--- config.mk ---
export PLATFORM = sky130hd
export DESIGN_NAME = xml_markup_tokenizer_top
export DESIGN_NICKNAME = d
export VERILOG_FILES = /design/src/sv/xmt_pkg.sv /design/src/sv/xml_markup_tokenizer_top.sv /design/src/sv/xmt_queue.sv /design/src/sv/xmt_front.sv /design/src/sv/xmt_back.sv
export SDC_FILE = /design/constraint.sdc
export NUM_CORES = 1
export LEC_CHECK = 0
export BUFFER_PORTS_ARGS = -buffer_cell sky130_fd_sc_hd__buf_2
export CORE_MARGIN = 2
export CORE_UTILIZATION = 55
export DETAILED_ROUTE_END_ITERATION = 10
export PLACE_DENSITY = 0.74
export RECOVER_POWER = 50
export SYNTH_ARGS = -nofsm -noshare
export SYNTH_HDL_FRONTEND = slang
export SYNTH_SLANG_ARGS = --single-unit
--- constraint.sdc ---
create_clock -name clk -period 3.3 [get_ports clk]
set_clock_uncertainty 0.2 [all_clocks]
set_input_delay 0.165 -clock clk [delete_from_list [all_inputs] [get_ports clk]]
set_output_delay 0.165 -clock clk [all_outputs]
set_load 0.01 [all_outputs]
--- src/sv/xmt_pkg.sv ---
`default_nettype none
package xmt_pkg;

  // default replay depth for the start tag name
  localparam int NAME_DEPTH_DEF = 32;

  // queue between front and back
  localparam int QDEPTH = 4;
  localparam int QPTR_W = $clog2(QDEPTH);
  localparam int QCNT_W = $clog2(QDEPTH + 1);

  // segment kinds
  localparam logic [2:0] KIND_TEXT    = 3'd0;
  localparam logic [2:0] KIND_DECL    = 3'd1;
  localparam logic [2:0] KIND_STAG    = 3'd2;
  localparam logic [2:0] KIND_ETAG    = 3'd3;
  localparam logic [2:0] KIND_COMMENT = 3'd4;
  localparam logic [2:0] KIND_DOCTYPE = 3'd5;

  // characters of interest
  localparam logic [7:0] CH_LT    = 8'h3C;
  localparam logic [7:0] CH_GT    = 8'h3E;
  localparam logic [7:0] CH_SLASH = 8'h2F;
  localparam logic [7:0] CH_QMARK = 8'h3F;
  localparam logic [7:0] CH_BANG  = 8'h21;
  localparam logic [7:0] CH_LBRK  = 8'h5B;
  localparam logic [7:0] CH_DASH  = 8'h2D;
  localparam logic [7:0] CH_DQUOT = 8'h22;
  localparam logic [7:0] CH_SQUOT = 8'h27;

  // lexer modes
  typedef enum logic [7:0] {
    MODE_TEXT    = 8'b0000_0001,
    MODE_BRACKET = 8'b0000_0010,
    MODE_DECL    = 8'b0000_0100,
    MODE_STAG    = 8'b0000_1000,
    MODE_ETAG    = 8'b0001_0000,
    MODE_SIGN    = 8'b0010_0000,
    MODE_COMMENT = 8'b0100_0000,
    MODE_DOCTYPE = 8'b1000_0000
  } mode_t;

  // back end sequencer states
  typedef enum logic [2:0] {
    BK_CMD   = 3'b001,
    BK_FETCH = 3'b010,
    BK_SEND  = 3'b100
  } bk_state_t;

  // one command from front to back: a result plus tag name operations
  typedef struct packed {
    logic [7:0] data;
    logic [2:0] kind;
    logic       has;
    logic       seg_end;
    logic       nonspace;
    logic       err;
    logic       name_clear;
    logic       name_feed;
    logic       replay;
  } cmd_t;

  function automatic logic is_ws(input logic [7:0] c);
    return (c == 8'h20) || (c >= 8'h09 && c <= 8'h0D);
  endfunction

  function automatic logic is_upper(input logic [7:0] c);
    return c >= 8'h41 && c <= 8'h5A;
  endfunction

  function automatic logic is_name_char(input logic [7:0] c);
    return (c >= 8'h61 && c <= 8'h7A) || is_upper(c) ||
           (c >= 8'h30 && c <= 8'h39) || c == 8'h3A || c == 8'h2D ||
           c == 8'h2E || c == 8'h5F;
  endfunction

endpackage
`default_nettype wire

--- src/sv/xml_markup_tokenizer_top.sv ---
// XML byte lexer: labels each document byte with its segment kind.
// Input channel: in_valid / in_stall / in_byte, one document byte per item.
// Output channel: out_valid / out_stall and the result fields; each input
// byte gives zero or more result items, the final one flagged by last.
// Bytes that give no result (before the first '<', the markup openers, held
// comment bytes) are consumed without any output item.
// Each result is written into the command queue and then into the output
// register before it leaves.
// Throughput: one byte per cycle while the input is not stalled by a full
// command queue; the front classifies a byte in the cycle it is taken and
// queues a command for the back. A start tag closed by '/' replays the stored
// tag name from the name memory a byte at a time (registered read, then send).
// Reset puts the lexer in the state before the first '<', empties the
// queue and drops any result not yet taken.
// When the receiver stalls, the output register holds, the back stops
// popping, and the input stalls once the command queue is full.
`default_nettype none
module xml_markup_tokenizer_top
  import xmt_pkg::*;
#(
  parameter int NAME_DEPTH = NAME_DEPTH_DEF
) (
  input  wire        clk,
  input  wire        rst,
  input  wire        in_valid,
  output logic       in_stall,
  input  wire  [7:0] in_byte,
  output logic       out_valid,
  input  wire        out_stall,
  output logic [7:0] out_byte,
  output logic [2:0] segment_kind,
  output logic       has_byte,
  output logic       segment_end,
  output logic       text_nonspace,
  output logic       parse_error,
  output logic       last
);

  logic q_full;
  logic q_empty;
  logic q_push;
  logic q_pop;
  cmd_t q_in;
  cmd_t q_out;

  // classification front end
  xmt_front u_front (
    .clk      (clk),
    .rst      (rst),
    .in_valid (in_valid),
    .in_stall (in_stall),
    .in_byte  (in_byte),
    .q_full   (q_full),
    .q_push   (q_push),
    .q_data   (q_in)
  );

  // command queue
  xmt_queue u_queue (
    .clk       (clk),
    .rst       (rst),
    .push      (q_push),
    .push_data (q_in),
    .full      (q_full),
    .pop       (q_pop),
    .pop_data  (q_out),
    .empty     (q_empty)
  );

  // result back end with name replay
  xmt_back #(
    .NAME_DEPTH (NAME_DEPTH)
  ) u_back (
    .clk           (clk),
    .rst           (rst),
    .q_empty       (q_empty),
    .q_data        (q_out),
    .q_pop         (q_pop),
    .out_valid     (out_valid),
    .out_stall     (out_stall),
    .out_byte      (out_byte),
    .segment_kind  (segment_kind),
    .has_byte      (has_byte),
    .segment_end   (segment_end),
    .text_nonspace (text_nonspace),
    .parse_error   (parse_error),
    .last          (last)
  );

endmodule
`default_nettype wire

--- src/sv/xmt_queue.sv ---
`default_nettype none
module xmt_queue
  import xmt_pkg::*;
(
  input  wire  clk,
  input  wire  rst,
  input  wire  push,
  input  cmd_t push_data,
  output logic full,
  input  wire  pop,
  output cmd_t pop_data,
  output logic empty
);

  cmd_t              entries [QDEPTH];
  logic [QPTR_W-1:0] head;
  logic [QPTR_W-1:0] tail;
  logic [QCNT_W-1:0] count;

  assign full     = (count == QCNT_W'(QDEPTH));
  assign empty    = (count == '0);
  assign pop_data = entries[head];

  // pointer and fill tracking
  always_ff @(posedge clk) begin
    if (rst) begin
      head  <= '0;
      tail  <= '0;
      count <= '0;
    end else begin
      if (push) begin
        tail <= (tail == QPTR_W'(QDEPTH - 1)) ? '0 : tail + 1'b1;
      end
      if (pop) begin
        head <= (head == QPTR_W'(QDEPTH - 1)) ? '0 : head + 1'b1;
      end
      if (push && !pop) begin
        count <= count + 1'b1;
      end else if (pop && !push) begin
        count <= count - 1'b1;
      end
    end
  end

  // entry storage
  always_ff @(posedge clk) begin
    if (push) begin
      entries[tail] <= push_data;
    end
  end

endmodule
`default_nettype wire

--- src/sv/xmt_front.sv ---
`default_nettype none
module xmt_front
  import xmt_pkg::*;
(
  input  wire        clk,
  input  wire        rst,
  input  wire        in_valid,
  output logic       in_stall,
  input  wire  [7:0] in_byte,
  input  wire        q_full,
  output logic       q_push,
  output cmd_t       q_data
);

  mode_t      mode, mode_next;
  logic       bracket_seen, bracket_seen_next;
  logic       in_quotes, in_quotes_next;
  logic       error_seen, error_seen_next;
  logic       text_ns, text_ns_next;
  logic [1:0] hold_cnt, hold_cnt_next;
  logic [7:0] hold0, hold0_next;
  logic [7:0] hold1, hold1_next;
  logic       emit;
  cmd_t       cmd;
  logic       accept;

  assign in_stall = q_full;
  assign accept   = in_valid && !q_full;
  assign q_push   = accept && emit;
  assign q_data   = cmd;

  // classify one byte against the current mode
  always_comb begin
    mode_next         = mode;
    bracket_seen_next = bracket_seen;
    in_quotes_next    = in_quotes;
    error_seen_next   = error_seen;
    text_ns_next      = text_ns;
    hold_cnt_next     = hold_cnt;
    hold0_next        = hold0;
    hold1_next        = hold1;
    emit              = 1'b0;
    cmd               = '0;
    if (error_seen) begin
      emit    = 1'b1;
      cmd.err = 1'b1;
    end else begin
      unique case (mode)
        MODE_TEXT: begin
          emit = 1'b1;
          if (in_byte == CH_LT) begin
            cmd.kind          = KIND_TEXT;
            cmd.seg_end       = 1'b1;
            cmd.nonspace      = text_ns;
            mode_next         = MODE_BRACKET;
            bracket_seen_next = 1'b1;
          end else begin
            cmd.kind = KIND_TEXT;
            cmd.has  = 1'b1;
            cmd.data = in_byte;
            if (!is_ws(in_byte)) begin
              text_ns_next = 1'b1;
            end
          end
        end
        MODE_BRACKET: begin
          if (!bracket_seen) begin
            if (in_byte == CH_LT) begin
              bracket_seen_next = 1'b1;
            end
          end else begin
            bracket_seen_next = 1'b0;
            priority if (in_byte == CH_QMARK) begin
              mode_next = MODE_DECL;
            end else if (in_byte == CH_SLASH) begin
              mode_next = MODE_ETAG;
            end else if (in_byte == CH_BANG) begin
              mode_next = MODE_SIGN;
            end else if (is_name_char(in_byte)) begin
              mode_next      = MODE_STAG;
              in_quotes_next = 1'b0;
              emit           = 1'b1;
              cmd.kind       = KIND_STAG;
              cmd.has        = 1'b1;
              cmd.data       = in_byte;
              cmd.name_clear = 1'b1;
              cmd.name_feed  = 1'b1;
            end else begin
              bracket_seen_next = 1'b1;
              error_seen_next   = 1'b1;
              emit              = 1'b1;
              cmd.err           = 1'b1;
            end
          end
        end
        MODE_DECL, MODE_ETAG, MODE_DOCTYPE: begin
          emit = 1'b1;
          priority if (mode == MODE_DECL) begin
            cmd.kind = KIND_DECL;
          end else if (mode == MODE_ETAG) begin
            cmd.kind = KIND_ETAG;
          end else begin
            cmd.kind = KIND_DOCTYPE;
          end
          if (in_byte == CH_GT) begin
            cmd.seg_end  = 1'b1;
            mode_next    = MODE_TEXT;
            text_ns_next = 1'b0;
          end else begin
            cmd.has  = 1'b1;
            cmd.data = in_byte;
          end
        end
        MODE_STAG: begin
          emit     = 1'b1;
          cmd.kind = KIND_STAG;
          priority if (in_byte == CH_GT && !in_quotes) begin
            cmd.seg_end    = 1'b1;
            in_quotes_next = 1'b0;
            mode_next      = MODE_TEXT;
            text_ns_next   = 1'b0;
          end else if (in_byte == CH_SLASH && !in_quotes) begin
            cmd.seg_end    = 1'b1;
            cmd.replay     = 1'b1;
            in_quotes_next = 1'b0;
            mode_next      = MODE_ETAG;
          end else begin
            cmd.has       = 1'b1;
            cmd.data      = in_byte;
            cmd.name_feed = 1'b1;
            if (in_byte == CH_DQUOT || in_byte == CH_SQUOT) begin
              in_quotes_next = !in_quotes;
            end
          end
        end
        MODE_SIGN: begin
          priority if (in_byte == CH_LBRK) begin
            mode_next    = MODE_TEXT;
            text_ns_next = 1'b0;
          end else if (in_byte == CH_DASH) begin
            mode_next     = MODE_COMMENT;
            hold_cnt_next = 2'd0;
          end else if (is_upper(in_byte)) begin
            mode_next = MODE_DOCTYPE;
            emit      = 1'b1;
            cmd.kind  = KIND_DOCTYPE;
            cmd.has   = 1'b1;
            cmd.data  = in_byte;
          end else begin
            error_seen_next = 1'b1;
            emit            = 1'b1;
            cmd.err         = 1'b1;
          end
        end
        MODE_COMMENT: begin
          priority if (in_byte == CH_GT && hold_cnt == 2'd2 &&
                       hold0 == CH_DASH && hold1 == CH_DASH) begin
            emit          = 1'b1;
            cmd.kind      = KIND_COMMENT;
            cmd.seg_end   = 1'b1;
            hold_cnt_next = 2'd0;
            mode_next     = MODE_TEXT;
            text_ns_next  = 1'b0;
          end else if (hold_cnt != 2'd2) begin
            if (!hold_cnt[0]) begin
              hold0_next = in_byte;
            end else begin
              hold1_next = in_byte;
            end
            hold_cnt_next = hold_cnt + 1'b1;
          end else begin
            emit       = 1'b1;
            cmd.kind   = KIND_COMMENT;
            cmd.has    = 1'b1;
            cmd.data   = hold0;
            hold0_next = hold1;
            hold1_next = in_byte;
          end
        end
        default: begin
          mode_next = mode;
        end
      endcase
    end
  end

  // lexer state
  always_ff @(posedge clk) begin
    if (rst) begin
      mode         <= MODE_BRACKET;
      bracket_seen <= 1'b0;
      in_quotes    <= 1'b0;
      error_seen   <= 1'b0;
      text_ns      <= 1'b0;
      hold_cnt     <= 2'd0;
    end else if (accept) begin
      mode         <= mode_next;
      bracket_seen <= bracket_seen_next;
      in_quotes    <= in_quotes_next;
      error_seen   <= error_seen_next;
      text_ns      <= text_ns_next;
      hold_cnt     <= hold_cnt_next;
    end
  end

  // comment hold bytes
  always_ff @(posedge clk) begin
    if (accept) begin
      hold0 <= hold0_next;
      hold1 <= hold1_next;
    end
  end

endmodule
`default_nettype wire

--- src/sv/xmt_back.sv ---
`default_nettype none
module xmt_back
  import xmt_pkg::*;
#(
  parameter int NAME_DEPTH = NAME_DEPTH_DEF
) (
  input  wire        clk,
  input  wire        rst,
  input  wire        q_empty,
  input  cmd_t       q_data,
  output logic       q_pop,
  output logic       out_valid,
  input  wire        out_stall,
  output logic [7:0] out_byte,
  output logic [2:0] segment_kind,
  output logic       has_byte,
  output logic       segment_end,
  output logic       text_nonspace,
  output logic       parse_error,
  output logic       last
);

  localparam int IDX_W = (NAME_DEPTH > 1) ? $clog2(NAME_DEPTH) : 1;
  localparam int LEN_W = $clog2(NAME_DEPTH + 1);

  bk_state_t        state;
  logic [7:0]       name_mem [NAME_DEPTH];
  logic [7:0]       rd_data;
  logic [IDX_W-1:0] idx;
  logic [LEN_W-1:0] name_len;
  logic             name_closed;
  logic [LEN_W-1:0] len_eff;
  logic             closed_eff;
  logic             out_free;
  logic             wr_en;
  logic             replay_go;
  logic             send_last;

  assign out_free   = !out_valid || !out_stall;
  assign q_pop      = (state == BK_CMD) && !q_empty && out_free;
  assign len_eff    = q_data.name_clear ? '0 : name_len;
  assign closed_eff = q_data.name_clear ? 1'b0 : name_closed;
  assign wr_en      = q_pop && q_data.name_feed && !closed_eff && !is_ws(q_data.data) &&
                      (len_eff < LEN_W'(NAME_DEPTH));
  assign replay_go  = q_data.replay && (name_len != '0);
  assign send_last  = ({{(LEN_W > IDX_W ? LEN_W - IDX_W : 0){1'b0}}, idx} ==
                       LEN_W'(name_len - 1'b1));

  // tag name store
  always_ff @(posedge clk) begin
    if (wr_en) begin
      name_mem[len_eff[IDX_W-1:0]] <= q_data.data;
    end
    rd_data <= name_mem[idx];
  end

  // name length tracking and replay sequencer
  always_ff @(posedge clk) begin
    if (rst) begin
      state       <= BK_CMD;
      idx         <= '0;
      name_len    <= '0;
      name_closed <= 1'b0;
    end else begin
      unique case (state)
        BK_CMD: begin
          if (q_pop) begin
            if (q_data.name_feed && !closed_eff && is_ws(q_data.data)) begin
              name_closed <= 1'b1;
            end else begin
              name_closed <= closed_eff;
            end
            name_len <= wr_en ? len_eff + 1'b1 : len_eff;
            if (replay_go) begin
              idx   <= '0;
              state <= BK_FETCH;
            end
          end
        end
        BK_FETCH: begin
          state <= BK_SEND;
        end
        BK_SEND: begin
          if (out_free) begin
            if (send_last) begin
              state <= BK_CMD;
            end else begin
              idx   <= idx + 1'b1;
              state <= BK_FETCH;
            end
          end
        end
        default: begin
          state <= BK_CMD;
        end
      endcase
    end
  end

  // output register valid
  always_ff @(posedge clk) begin
    if (rst) begin
      out_valid <= 1'b0;
    end else if (q_pop || (state == BK_SEND && out_free)) begin
      out_valid <= 1'b1;
    end else if (!out_stall) begin
      out_valid <= 1'b0;
    end
  end

  // output register payload
  always_ff @(posedge clk) begin
    if (q_pop) begin
      out_byte      <= q_data.has ? q_data.data : 8'd0;
      segment_kind  <= q_data.kind;
      has_byte      <= q_data.has;
      segment_end   <= q_data.seg_end;
      text_nonspace <= q_data.nonspace;
      parse_error   <= q_data.err;
      last          <= !replay_go;
    end else if (state == BK_SEND && out_free) begin
      out_byte      <= rd_data;
      segment_kind  <= KIND_ETAG;
      has_byte      <= 1'b1;
      segment_end   <= 1'b0;
      text_nonspace <= 1'b0;
      parse_error   <= 1'b0;
      last          <= send_last;
    end
  end

endmodule
`default_nettype wire

# Word level (Yosys, flattened, before mapping)
# Memory sizes are Yosys's and may differ from the RTL's. A register that Yosys moved wholly into a read port is not among the register bits.
# Index checks and enable logic that the tools add are counted.
# Widths: inputs -> output; s select.
# word_totals
ramBits	328
out_inout_bits	18
elab_cells	317
regBits	69
inputBits	12
n_memories	2
# op_classes
n_bitwise	2
addsub	8
magnitude_cmp	11
n_reduce_logical	67
eq_ne	59
muxes	145
# memory_table
memory	depth	word_bits	read_ports	rd_clocked_by_memory_dff	wr	line_no	rtl
u_back.name_mem	32	8	1	1	1	xmt_back.sv:27	logic [7:0] name_mem [NAME_DEPTH];
u_queue.entries	4	18	1	1	1	xmt_queue.sv:15	cmd_t entries [QDEPTH];
# op_table
cell	count
$mux 8	25
$eq 8x6->1 const B	15
$mux 12	9
$pmux 12 s6	1
$mux 1	64
$pmux 8 s6	1
$mux 3	15
$ne 2x1->1 const B	13
$eq 8x7->1 const B	3
$logic_and 1x1->1	24
$mux 2	12
$mux 5	4
$ne 2x2->1 const B	9
$reduce_and 9->1	2
$ge 8x4->1 const B	2
$ge 8x7->1 const B	2
$le 8x4->1 const B	2
$le 8x7->1 const B	2
$reduce_and 5->1	3
$mux 14	1
$mux 6	2
$reduce_bool 2->1	6
$reduce_bool 6->1	2
$logic_or 1x1->1	11
40 further kinds	62

# Logic depth before layout (Yosys ltp)
# Gate-level depths: netlist of the first run.
# logic_depth
ltp_word	15
depth_mapped	13
ltp_nobuf	12

# Modules after synthesis
# A second synthesis of the first run with hierarchy kept.
# hier_totals
cells_unflattened	1015
hier_area_um2	17436.7
# by_module_without_submodules
mod	cells_per_inst	area_each_um2	seq_area_each_um2	n_inst
xmt_back	595	11708.7	8648.3	1
xmt_queue	139	3081.7	2342.2	1
xmt_front	281	2646.3	760.7	1

# Worst setup path before layout of the first run
# Ideal clock, no wire load.
# synth_timing
kind	register to register
startpoint	reg (tool-made name)
endpoint	mem u_back.name_mem[11][0] (enable)
required_ps	2730
setup_time_ps	370
path_stages_with_launch	9
synth_period_minus_slack_ps	3273
arrival_time_ps	2703
path_slack_ps	27
n_path_buf	3
cell_sequence	dfxtp_1 > buf_4 > buf_6 > mux4_2 > nor2_1 > nor4_1 > or4b_1 > buf_2 > nor2_1
# synth_lines
element	line_no
to (decl)	xmt_back.sv:27

# Worst setup path after layout of the first run
# layout_timing
startpoint	reg u_front.mode[2]
endpoint	reg u_queue.count[2]
# layout_via
elab_chain_len	8
word_cells_on_any_way	17
classes_between	eq/ne: 8; mux: 3; reduce/logical: 6
# layout_lines
element	line_no	rtl
from (decl)	xmt_front.sv:15	mode_t mode, mode_next;
from (signal assigned)	xmt_front.sv:197	mode <= mode_next;
$eq 8x1->1 (tied with other cells)	xmt_front.sv:48	unique case (mode)
$reduce_or 5->1 (no source line)	n/a	
$pmux 1 s4 (*)	xmt_front.sv:48	
$mux 1 (*)	xmt_front.sv:44	if (error_seen) begin
$logic_and 1x1->1 (*)	xmt_front.sv:29	assign q_push = accept && emit;
net q_push	xml_markup_tokenizer_top.sv:41	logic q_push;
$logic_not 1->1	xmt_queue.sv:39	end else if (pop && !push) begin
$logic_and 1x1->1	xmt_queue.sv:39	
$reduce_bool 2->1 (no source line)	n/a	
to (signal assigned)	xmt_queue.sv:38	count <= count + 1'b1;
to (signal assigned)	xmt_queue.sv:40	count <= count - 1'b1;
to (decl)	xmt_queue.sv:18	logic [QCNT_W-1:0] count;
# The timed path passes the listed nets; every way through them passes the cells marked *.
# A chain may end at the register's enable or synchronous reset.

==> run metrics, run 1 <==
die area=approximately 32000 sq um; Antenna Nets Post-Route=0; CP Depth=12; synthesized area=17000 sq um; core area=30500 sq um; Final Max Slew Viols=68; largest net degree at the start of global routing=35; Crit Path Max Fanout=5; CP endpoint kind=register; DIE WIDTH=approximately 180 um; Achievable Freq=305 MHz; Top cell by count, worst path=inv_1; leading area contributor after synthesis=edfxtp_1; commonest non-fill, non-tap cell in the layout=edfxtp_1; PwrDens=approximately 700 nW/um^2; sequence of cells on the critical path=or4_1, nor3_2, and3_1, o41ai_2, buf_4, inv_1, ha_1, inv_1, fa_1, xor2_1, or3_1, a21oi_1; Synth area leaders=edfxtp_1 64%, mux4_2 13%, dfxtp_1 5.5%; met3 Use GR=approximately 4.1%; GRT Max-Usage Layer=met2; Final GP Congestion=0.917; # diodes=0; GRT overflow=0; area added between synthesis and finish=15.7%; row count=64; Clock transition at path regs=~0.06 ns; VDD IR max=421 uV; number of global-route vias before repair=9886; Worst Setup SP=u_front.mode[2]; Synth top area share=63.5%; Worst-Margin Slew=1.68 ns; total negative slack=0 ns; Pre-Repair DR Iteration Count=5; die height=180 um; number of port buffers=29; most frequent cells in the layout=360 x edfxtp_1, 97 x mux4_2, 68 x nand2_1; worst min-delay path category=input port to register; ys flop type=edfxtp_1; clock buffer depth=3; Pwr Total=13.8 mW; EDFF count, synth=360; endpoints failing setup=0; CTS sink cnt=407; Worst Setup Slack, final=roughly 0.021 ns; finished layout cell area=19700 sq um; grt met1 use=30.8%; data required time at the worst endpoint=~3.6 ns; Post-Place Setup Slack=-0.0744 ns; Mapped Avg Cell Area=~17 sq um; vias per inst=6.18; CTS tree=built; YS warnings=0; number of buffers created by CTS=41; post-synthesis cell count=1013; Hold Vio Cnt, Final=0; GRT Overall Usage=23.1%; MaxCap Viol Count=2; Slowest cell on crit path=or4_1; post-CTS setup buffers=0; Worst EP arrival=approximately 3.5 ns; Initial DRC Count=894; crit path time final=3.28 ns; Total Wirelength=approximately 37 mm; later-pin clock latency in the skew report=0.53 ns; Placed Instance Area=18200 sq um; Root Driver=clkbuf_16; worst setup path endpoint=u_queue.count[2]; first-pass GRT wire length=between 50 and 60 mm; H-tree depth=2; post-DP HPWL=between 20 and 25 mm; min-delay src=in_byte[6]; Synthesized Nets=1041; R2R Setup Slk=between 0.02 and 0.025 ns; final period utilization=99.4%; post-layout util=64.5%; CP peak stage delay=0.59 ns; Lkg Pwr=6.37 nW; R2R Path End=u_queue.count[2]; R2R depth=12; WS Path Type=register to register; initial antenna violation count=0; cell family with most CP delay=simple AND/OR/NAND/NOR gates; unrepaired setup endpoints after global routing=yes; ys async rst share=0%; startpoint type of the worst setup path=register; FF-to-FF Start=u_front.mode[2]; initial core utilization=a little under three fifths; Seq cells post-synth=407; via count=9652; violated checks=capacitance limit, slew limit; Nets=approximately 1200; outcome=finished, violations left; normalized max-slew margin=-11.8%; Cell variety after synth=68; number of buffer and inverter stages on the critical path=3; Residual DRC=0; GRT met2 Usage=39.2%; sequential cell area fraction in the yosys report=69.0%; share of layout cells above drive strength 1=26.1%; io pins=30; wire per inst=23.7 um
layer usage:
layer	share of wire [%]	vias to the layer above	wire length, um
met5	0	-	0
met4	3.2	0	1170
met3	7.0	67	2580
met2	50	388	18400
met1	40	4888	14900
li1	-	4309	-
layout make-up:
type	instances	area, sq um
sequential	407	11800
fill	2056	10800
multi-input combinational	541	5100
clock buffer	49	1080
timing repair buffer	130	922
tap	396	495
clock inverter	24	279
inverter	16	60.1
state kept, by name, summed over array words and instances, names as in the netlist, 5 cells and up, named ones only:
register,cells
u_back.name_mem,256
u_front.hold1,8
u_front.hold0,8
u_front.mode,8
u_queue.entries,72
u_back.rd_data,8
u_back.out_byte,8
u_back.name_len,6
u_back.idx,5
per-stage QoR:
step	hold slack, ns	cells
after CTS	0.0189	1563
after floorplan	0.0639	1013
after global placement	0.189	1477
after detailed placement	0.208	1477
final	0.0402	1563
after global routing	0.0694	1563
where the power goes:
part	switching (mW)	internal (mW)	leakage, nW
clock network	1.87	2.80	0.658
registers	0.131	6.45	3.65
logic	1.68	0.838	2.07
what timing repair did:
action                                 CTS  global route
gates resized for setup                  6            29
endpoints found under the hold margin   33             0
setup endpoints to repair               28           218
pin swaps                                1             0
hold buffers                            13             0
worst min-delay path: cells and delay by family:
kind / cells / cell delay, ns
AND/OR/NAND/NOR: 3 / 0.37
AO/OA/AOI/OAI: 1 / 0.07
buffers and inverters: 1 / 0.10
cell families after synthesis:
family | after synthesis | synth area share [%]
multiplexers | 125 | 14.6
flip-flops | 407 | 69.0
AND/OR/NAND/NOR | 289 | 8.85
AO/OA/AOI/OAI | 98 | 4.04
XOR/XNOR | 13 | 0.669
buffers and inverters | 65 | 1.56
adder cells (fa/ha/maj) | 16 | 1.22
how the worst min path moves through the flow:
stage,endpoint,slack [ns],depth (start not counted)
2_1_floorplan,u_front.hold1[0],0.06,0
3_3_place_gp,u_front.hold1[0],0.19,1
3_5_place_dp,u_front.hold1[0],0.21,1
4_1_cts,u_front.mode[5],0.02,5
5_1_grt,u_front.mode[5],0.07,5
6_report,u_front.mode[5],0.04,5
cells in the mapped netlist, types with 8 or more instances:
| cell | count |
|---|---|
| edfxtp_1 | 360 |
| mux4_2 | 97 |
| nand2_1 | 69 |
| nor2_1 | 67 |
| dfxtp_1 | 47 |
| clkbuf_1 | 37 |
| nand3_1 | 25 |
| a21oi_1 | 23 |
| mux2_2 | 18 |
| nor3_1 | 16 |
| ha_1 | 15 |
| inv_1 | 14 |
| and2_1 | 11 |
| nor2b_1 | 11 |
| nor4_1 | 11 |
| or3_1 | 11 |
| a31oi_1 | 10 |
| mux2i_1 | 10 |
| nand2b_1 | 10 |
| or4_1 | 10 |
| o21ai_0 | 9 |
| nand4_1 | 8 |
Note: power is estimated with default switching activity, not from simulation.
==> run 2, diff against run 1 <==
--- a/config.mk
+++ b/config.mk
@@ -9,8 +9,10 @@
 export CORE_MARGIN = 2
 export CORE_UTILIZATION = 55
 export DETAILED_ROUTE_END_ITERATION = 10
+export MAX_ROUTING_LAYER = met4
 export PLACE_DENSITY = 0.74
 export RECOVER_POWER = 50
 export SYNTH_ARGS = -nofsm -noshare
 export SYNTH_HDL_FRONTEND = slang
+export SYNTH_HIERARCHICAL = 1
 export SYNTH_SLANG_ARGS = --single-unit
==> run metrics, run 2 <==
outcome=finished, violations left; violated checks=capacitance limit, slew limit; GRT overflow=0 (unchanged); CTS sink cnt=407 (unchanged); sequence of cells on the critical path=buf_4, nor3b_2, nand4_1, nor3b_1, a31oi_2, ha_1, inv_1, fa_1, xor2_1, or3_1, a21oi_1; post-CTS setup buffers=0 (unchanged); Nets=1149 (-1.4%); number of buffers created by CTS=41 (unchanged); Final Max Slew Viols=34 (-50%); Cell variety after synth=91 (+34%); initial core utilization=55.5% (-0.24 points); Pre-Repair DR Iteration Count=7 (+2); via count=9616 (-0.37%); commonest non-fill, non-tap cell in the layout=edfxtp_1; crit path time final=3.10 ns (-0.178 ns); Hold Vio Cnt, Final=0 (unchanged); leading area contributor after synthesis=edfxtp_1; Initial DRC Count=988 (+11%); wire per inst=23.8 um (+0.41%); GRT Overall Usage=23.4% (+0.24 points); initial antenna violation count=1 (+1); first-pass GRT wire length=56.6 mm (-1.6%); area added between synthesis and finish=12.6%; Seq cells post-synth=407 (unchanged); Mapped Avg Cell Area=17.2 sq um (+2.2%); Total Wirelength=36.8 mm (-0.36%); WS Path Type=register to register; final period utilization=94.0% (-5.4 points); Clock transition at path regs=0.06 ns (about the same); ys flop type=edfxtp_1; number of port buffers=29 (unchanged); most frequent cells in the layout=360 x edfxtp_1, 91 x mux4_2, 65 x nor2_1; startpoint type of the worst setup path=register; Pwr Total=12.7 mW (-7.7%); die area=33100 sq um (+2.4%); die height=182 um (+1.2%); VDD IR max=477 uV (+13%); post-synthesis cell count=1015 (+0.20%); Slowest cell on crit path=dfxtp_1; row count=65 (+1.6%); total negative slack=0 ns (unchanged); vias per inst=6.20 (+0.40%); Achievable Freq=322 MHz (+5.7%); # fillers=2224 (+8.2%); normalized max-slew margin=-3.04% (+8.7 points); endpoints failing setup=0 (unchanged); worst hold slack=0.293 ns (+0.253 ns); unrepaired setup endpoints after global routing=no; CP endpoint kind=register; H-tree depth=2 (unchanged); Worst-Margin Slew=1.55 ns (-0.131 ns); Root Driver=clkbuf_16; PwrDens=647 nW/um^2 (-7.5%); R2R Setup Slk=0.20 ns (+0.18 ns); DIE WIDTH=182 um (+1.2%); Post-Place Setup Slack=-0.0195 ns (+0.0549 ns); Antenna Nets Post-Route=0 (unchanged); Synth top area share=62.0% (-1.5 points); post-layout util=62.5% (-2.0 points); Synth area leaders=edfxtp_1 62%, mux4_2 12%, dfxtp_1 5.4%; later-pin clock latency in the skew report=0.54 ns (about the same); Lkg Pwr=6.41 nW (+0.57%); synthesized area=17400 sq um (+2.4%); ys async rst share=0% (unchanged); Worst Setup Slack, final=0.198 ns (+0.178 ns); Worst EP arrival=3.36 ns (-0.17 ns); CP peak stage delay=0.43 ns (-0.16 ns); commonest cells in the netlist=360 x edfxtp_1, 90 x mux4_2, 72 x nor2_1; YS warnings=6 (+6); share of layout cells above drive strength 1=24.9% (-1.2 points); largest net degree at the start of global routing=69 (+97%); data required time at the worst endpoint=3.56 ns (about the same); Final GP Congestion=0.869 (-5.3%); Synthesized Nets=1043 (+0.19%); Crit Path Max Fanout=6 (+1); clock buffer depth=3 (unchanged); count leader, synth=edfxtp_1; number of global-route vias before repair=9699 (-1.9%); post-DP HPWL=24.1 mm (-1.8%); max reg flops=256 (unchanged); MaxCap Viol Count=1 (-1); sequential cell area fraction in the yosys report=67.4% (-1.6 points); io pins=30 (unchanged); CTS tree=built; core area=31400 sq um (+2.9%); EDFF count, synth=360 (unchanged); Residual DRC=0 (unchanged); worst min-delay path category=register to register
[run 2: what timing repair did]
action | 4_1_cts | 5_1_grt
gates resized for setup | 1 | 10
endpoints found under the hold margin | 35 | 0
hold buffers | 12 | 0
setup endpoints to repair | 64 | 191
[run 2: where the power goes]
group / leakage, nW / internal [mW] / switching (mW)
registers: 3.68 / 6.28 / 0.120
clock network: 0.607 / 2.52 / 1.83
logic: 2.12 / 0.576 / 1.37
[run 2: metrics by stage]
stage               instance area, sq um  instances
floorplan                          17400       1015
global placement                   18300       1468
detailed placement                 18300       1468
CTS                                19700       1550
global route                       19600       1551
finish                             19600       1551
[run 2: final timing paths]
kind / start / end / cells after the start
worst max-delay path: u_front/mode[6] / u_queue/count[2] / 11
worst min-delay path: u_back/rd_data[3] / u_back/out_byte[3] / 2
worst max register to register: u_front/mode[6] / u_queue/count[2] / 11
worst min register to register: u_back/rd_data[3] / u_back/out_byte[3] / 2
[run 2: final cells by class]
cell class                      count  area (sq um)  area share (%)
Tap cell                          402           503            2.56
Inverter                           19          76.3           0.389
Timing Repair Buffer              121           813            4.14
Multi-Input combinational cell    531          5230            26.6
Antenna cell                        1          2.50          0.0127
Sequential cell                   407         11800            59.9
Clock inverter                     19           146           0.746
Clock buffer                       51          1110            5.63
[run 2: kinds of logic (layout without fill, tap and decap cells)]
| kind of cell | Yosys count | count (layout) | share of synthesized area (%) |
|---|---|---|---|
| compound gates | 103 | 103 | 4.49 |
| xor+xnor | 19 | 19 | 0.954 |
| fa+ha+maj | 16 | 16 | 1.19 |
| buf+inv | 77 | 210 | 2.71 |
| flops | 407 | 407 | 67.4 |
| mux | 124 | 124 | 14.4 |
| other cells | 0 | 1 | 0 |
| simple gates | 269 | 269 | 8.82 |
[run 2: critical path: cells and delay by family, from the launching register on]
family,cells,cell delay [ns]
AOI/OAI and AO/OA,2,0.42
xor gates and xnor gates,1,0.17
adders and majority gates,2,0.61
buffers and inverters,2,0.25
DFF,1,0.43
and+or+nand+nor,4,0.96
[run 2: layer usage]
| layer | vias up | GRT usage (%) | routed length, um |
|---|---|---|---|
| met5 | - | - | 0 |
| met4 | 0 | 8.10 | 1330 |
| met3 | 75 | 3.43 | 2700 |
| met2 | 380 | 38.9 | 18400 |
| met1 | 4884 | 29.7 | 14400 |
| li1 | 4277 | - | - |
==> run 3, diff against run 2 <==
--- a/config.mk
+++ b/config.mk
@@ -12,6 +12,7 @@
 export MAX_ROUTING_LAYER = met4
 export PLACE_DENSITY = 0.74
 export RECOVER_POWER = 50
+export SETUP_SLACK_MARGIN = 0.5
 export SYNTH_ARGS = -nofsm -noshare
 export SYNTH_HDL_FRONTEND = slang
 export SYNTH_HIERARCHICAL = 1
==> run metrics, run 3 (synthesis results as in run 2) <==
largest net degree at the start of global routing=38 (-45%); GRT Overall Usage=24.2% (+0.87 points); most frequent cells in the layout=360 x edfxtp_1, 94 x mux4_2, 55 x buf_4; startpoint type of the worst setup path=register; WS Path Type=register to register; Antenna Nets Post-Route=0 (unchanged); Root Driver=clkbuf_16; CP endpoint kind=register; VDD IR max=376 uV (-21%); Placed Instance Area=18400 sq um (+0.65%); initial antenna violation count=0 (-1); max reg flops=256 (unchanged); GRT overflow=0 (unchanged); DIE WIDTH=182 um (unchanged); area added between synthesis and finish=15.1%; via count=9708 (+0.96%); Achievable Freq=335 MHz (+4.0%); Crit Path Max Fanout=14 (+8); # fillers=2143 (-3.6%); final period utilization=90.4% (-3.6 points); violated checks=capacitance limit, slew limit; commonest non-fill, non-tap cell in the layout=edfxtp_1; PwrDens=644 nW/um^2 (-0.47%); io pins=30 (unchanged); normalized max-slew margin=-16.7% (-14 points); crit path time final=2.98 ns (-0.120 ns); H-tree depth=2 (unchanged); Total Wirelength=38.1 mm (+3.5%); worst min-delay path category=input port to register; Residual DRC=0 (unchanged); initial core utilization=55.5% (unchanged); Slowest cell on crit path=clkbuf_1; Worst-Margin Slew=1.75 ns (+0.205 ns); # diodes=0 (-1); die height=182 um (unchanged); Worst EP arrival=2.99 ns (-0.37 ns); number of buffers created by CTS=40 (-2.4%); vias per inst=6.23 (+0.50%); MaxCap Viol Count=1 (unchanged); Pre-Repair DR Iteration Count=6 (-1); Hold Vio Cnt, Final=0 (unchanged); CP peak stage delay=0.52 ns (+0.09 ns); CTS sink cnt=407 (unchanged); share of layout cells above drive strength 1=29.3% (+4.4 points); row count=65 (unchanged); number of global-route vias before repair=9679 (-0.21%); total negative slack=0 ns (unchanged); first-pass GRT wire length=58.4 mm (+3.2%); later-pin clock latency in the skew report=0.54 ns (about the same); number of port buffers=29 (unchanged); Final GP Congestion=0.918 (+5.7%); die area=33100 sq um (unchanged); wire per inst=24.5 um (+3.0%); core area=31400 sq um (unchanged); finished layout cell area=20100 sq um (+2.2%); Initial DRC Count=1002 (+1.4%); data required time at the worst endpoint=3.31 ns (-0.25 ns); post-DP HPWL=24.7 mm (+2.7%); sequence of cells on the critical path=mux4_2, clkbuf_1, nor4b_2, o211ai_1, o21a_4, nand2_8, nor2_4; Clock transition at path regs=0.06 ns (about the same); endpoints failing setup=0 (unchanged); outcome=finished, violations left; cell family with most CP delay=compound AO/OA/AOI/OAI gates; Final Max Slew Viols=34 (unchanged); Lkg Pwr=6.43 nW (+0.31%); number of buffer and inverter stages on the critical path=1 (-1); Nets=1153 (+0.35%); unrepaired setup endpoints after global routing=yes; CTS tree=built; clock buffer depth=3 (unchanged)
[run 3: changes by cell type in the layout (fill, tap and decap cells not counted), sizes merged]
cell and change:
inv -1, buf -7, clkbuf +17, clkinvlp -1
diode -1, nor2 +1, clkinv -1
[run 3: area by class of cell]
cell class | instances | area (sq um) | area share [%]
clock buffers | 57 | 1100 | 5.50
clock inverters | 16 | 150 | 0.748
inverters | 19 | 76.3 | 0.380
multi-input cells | 532 | 5600 | 27.9
flip-flops and latches | 407 | 11800 | 58.6
well taps | 402 | 503 | 2.51
repair buffers | 125 | 870 | 4.33
[run 3: path summary, 6_finish.rpt]
path                        start                endpoint  slack [ns]  cells past startpoint
setup reg to reg         register  u_back/name_mem[17][1]        0.32                      7
setup / recovery         register  u_back/name_mem[17][1]        0.32                      7
hold reg to reg   u_front/text_ns         u_front/text_ns        0.29                      2
hold / removal           in_valid      u_front/error_seen        0.06                      4
[run 3: per-layer routing]
layer | wire (um) | track usage [%]
met5 | 0 | -
met3 | 2550 | 3.83
met2 | 18600 | 38.7
met4 | 1360 | 8.55
met1 | 15700 | 32.1
[run 3: power breakdown]
group / leakage (nW) / total (mW) / internal, mW / switching [mW]
sequential: 3.68 / 6.42 / 6.29 / 0.133
clock: 0.618 / 4.34 / 2.50 / 1.83
combinational: 2.12 / 2.17 / 0.639 / 1.53
total: 6.43 / 12.9 / 9.43 / 3.50
[run 3: worst min-delay path, cell delays in order]
cell	delay, ns
buf_2	0.07
nand2b_1	0.19
a21oi_1	0.19
and2_0	0.13
[run 3: through the flow]
step                total power, mW  worst slack, ns  util, %  hold slack [ns]  std cells
floorplan                      7.84            0.208        -           0.0341       1015
global placement               8.63            0.345     58.8            0.277       1440
detailed placement             8.67            0.273     58.8            0.270       1440
CTS                            13.0            0.393     64.0           0.0141       1548
global route                   13.4            0.162     63.9           0.0597       1558
finish                         12.9            0.318     63.9           0.0630       1558
[run 3: repair_timing]
| action | CTS | global route |
|---|---|---|
| setup buffers | 23 | 9 |
| pin swaps | 14 | 16 |
| hold buffers | 12 | 0 |
| resized for setup | 18 | 24 |
| endpoints found under the setup margin | 341 | 308 |
| hold endpoints to repair | 26 | 0 |
| gates cloned | 0 | 1 |
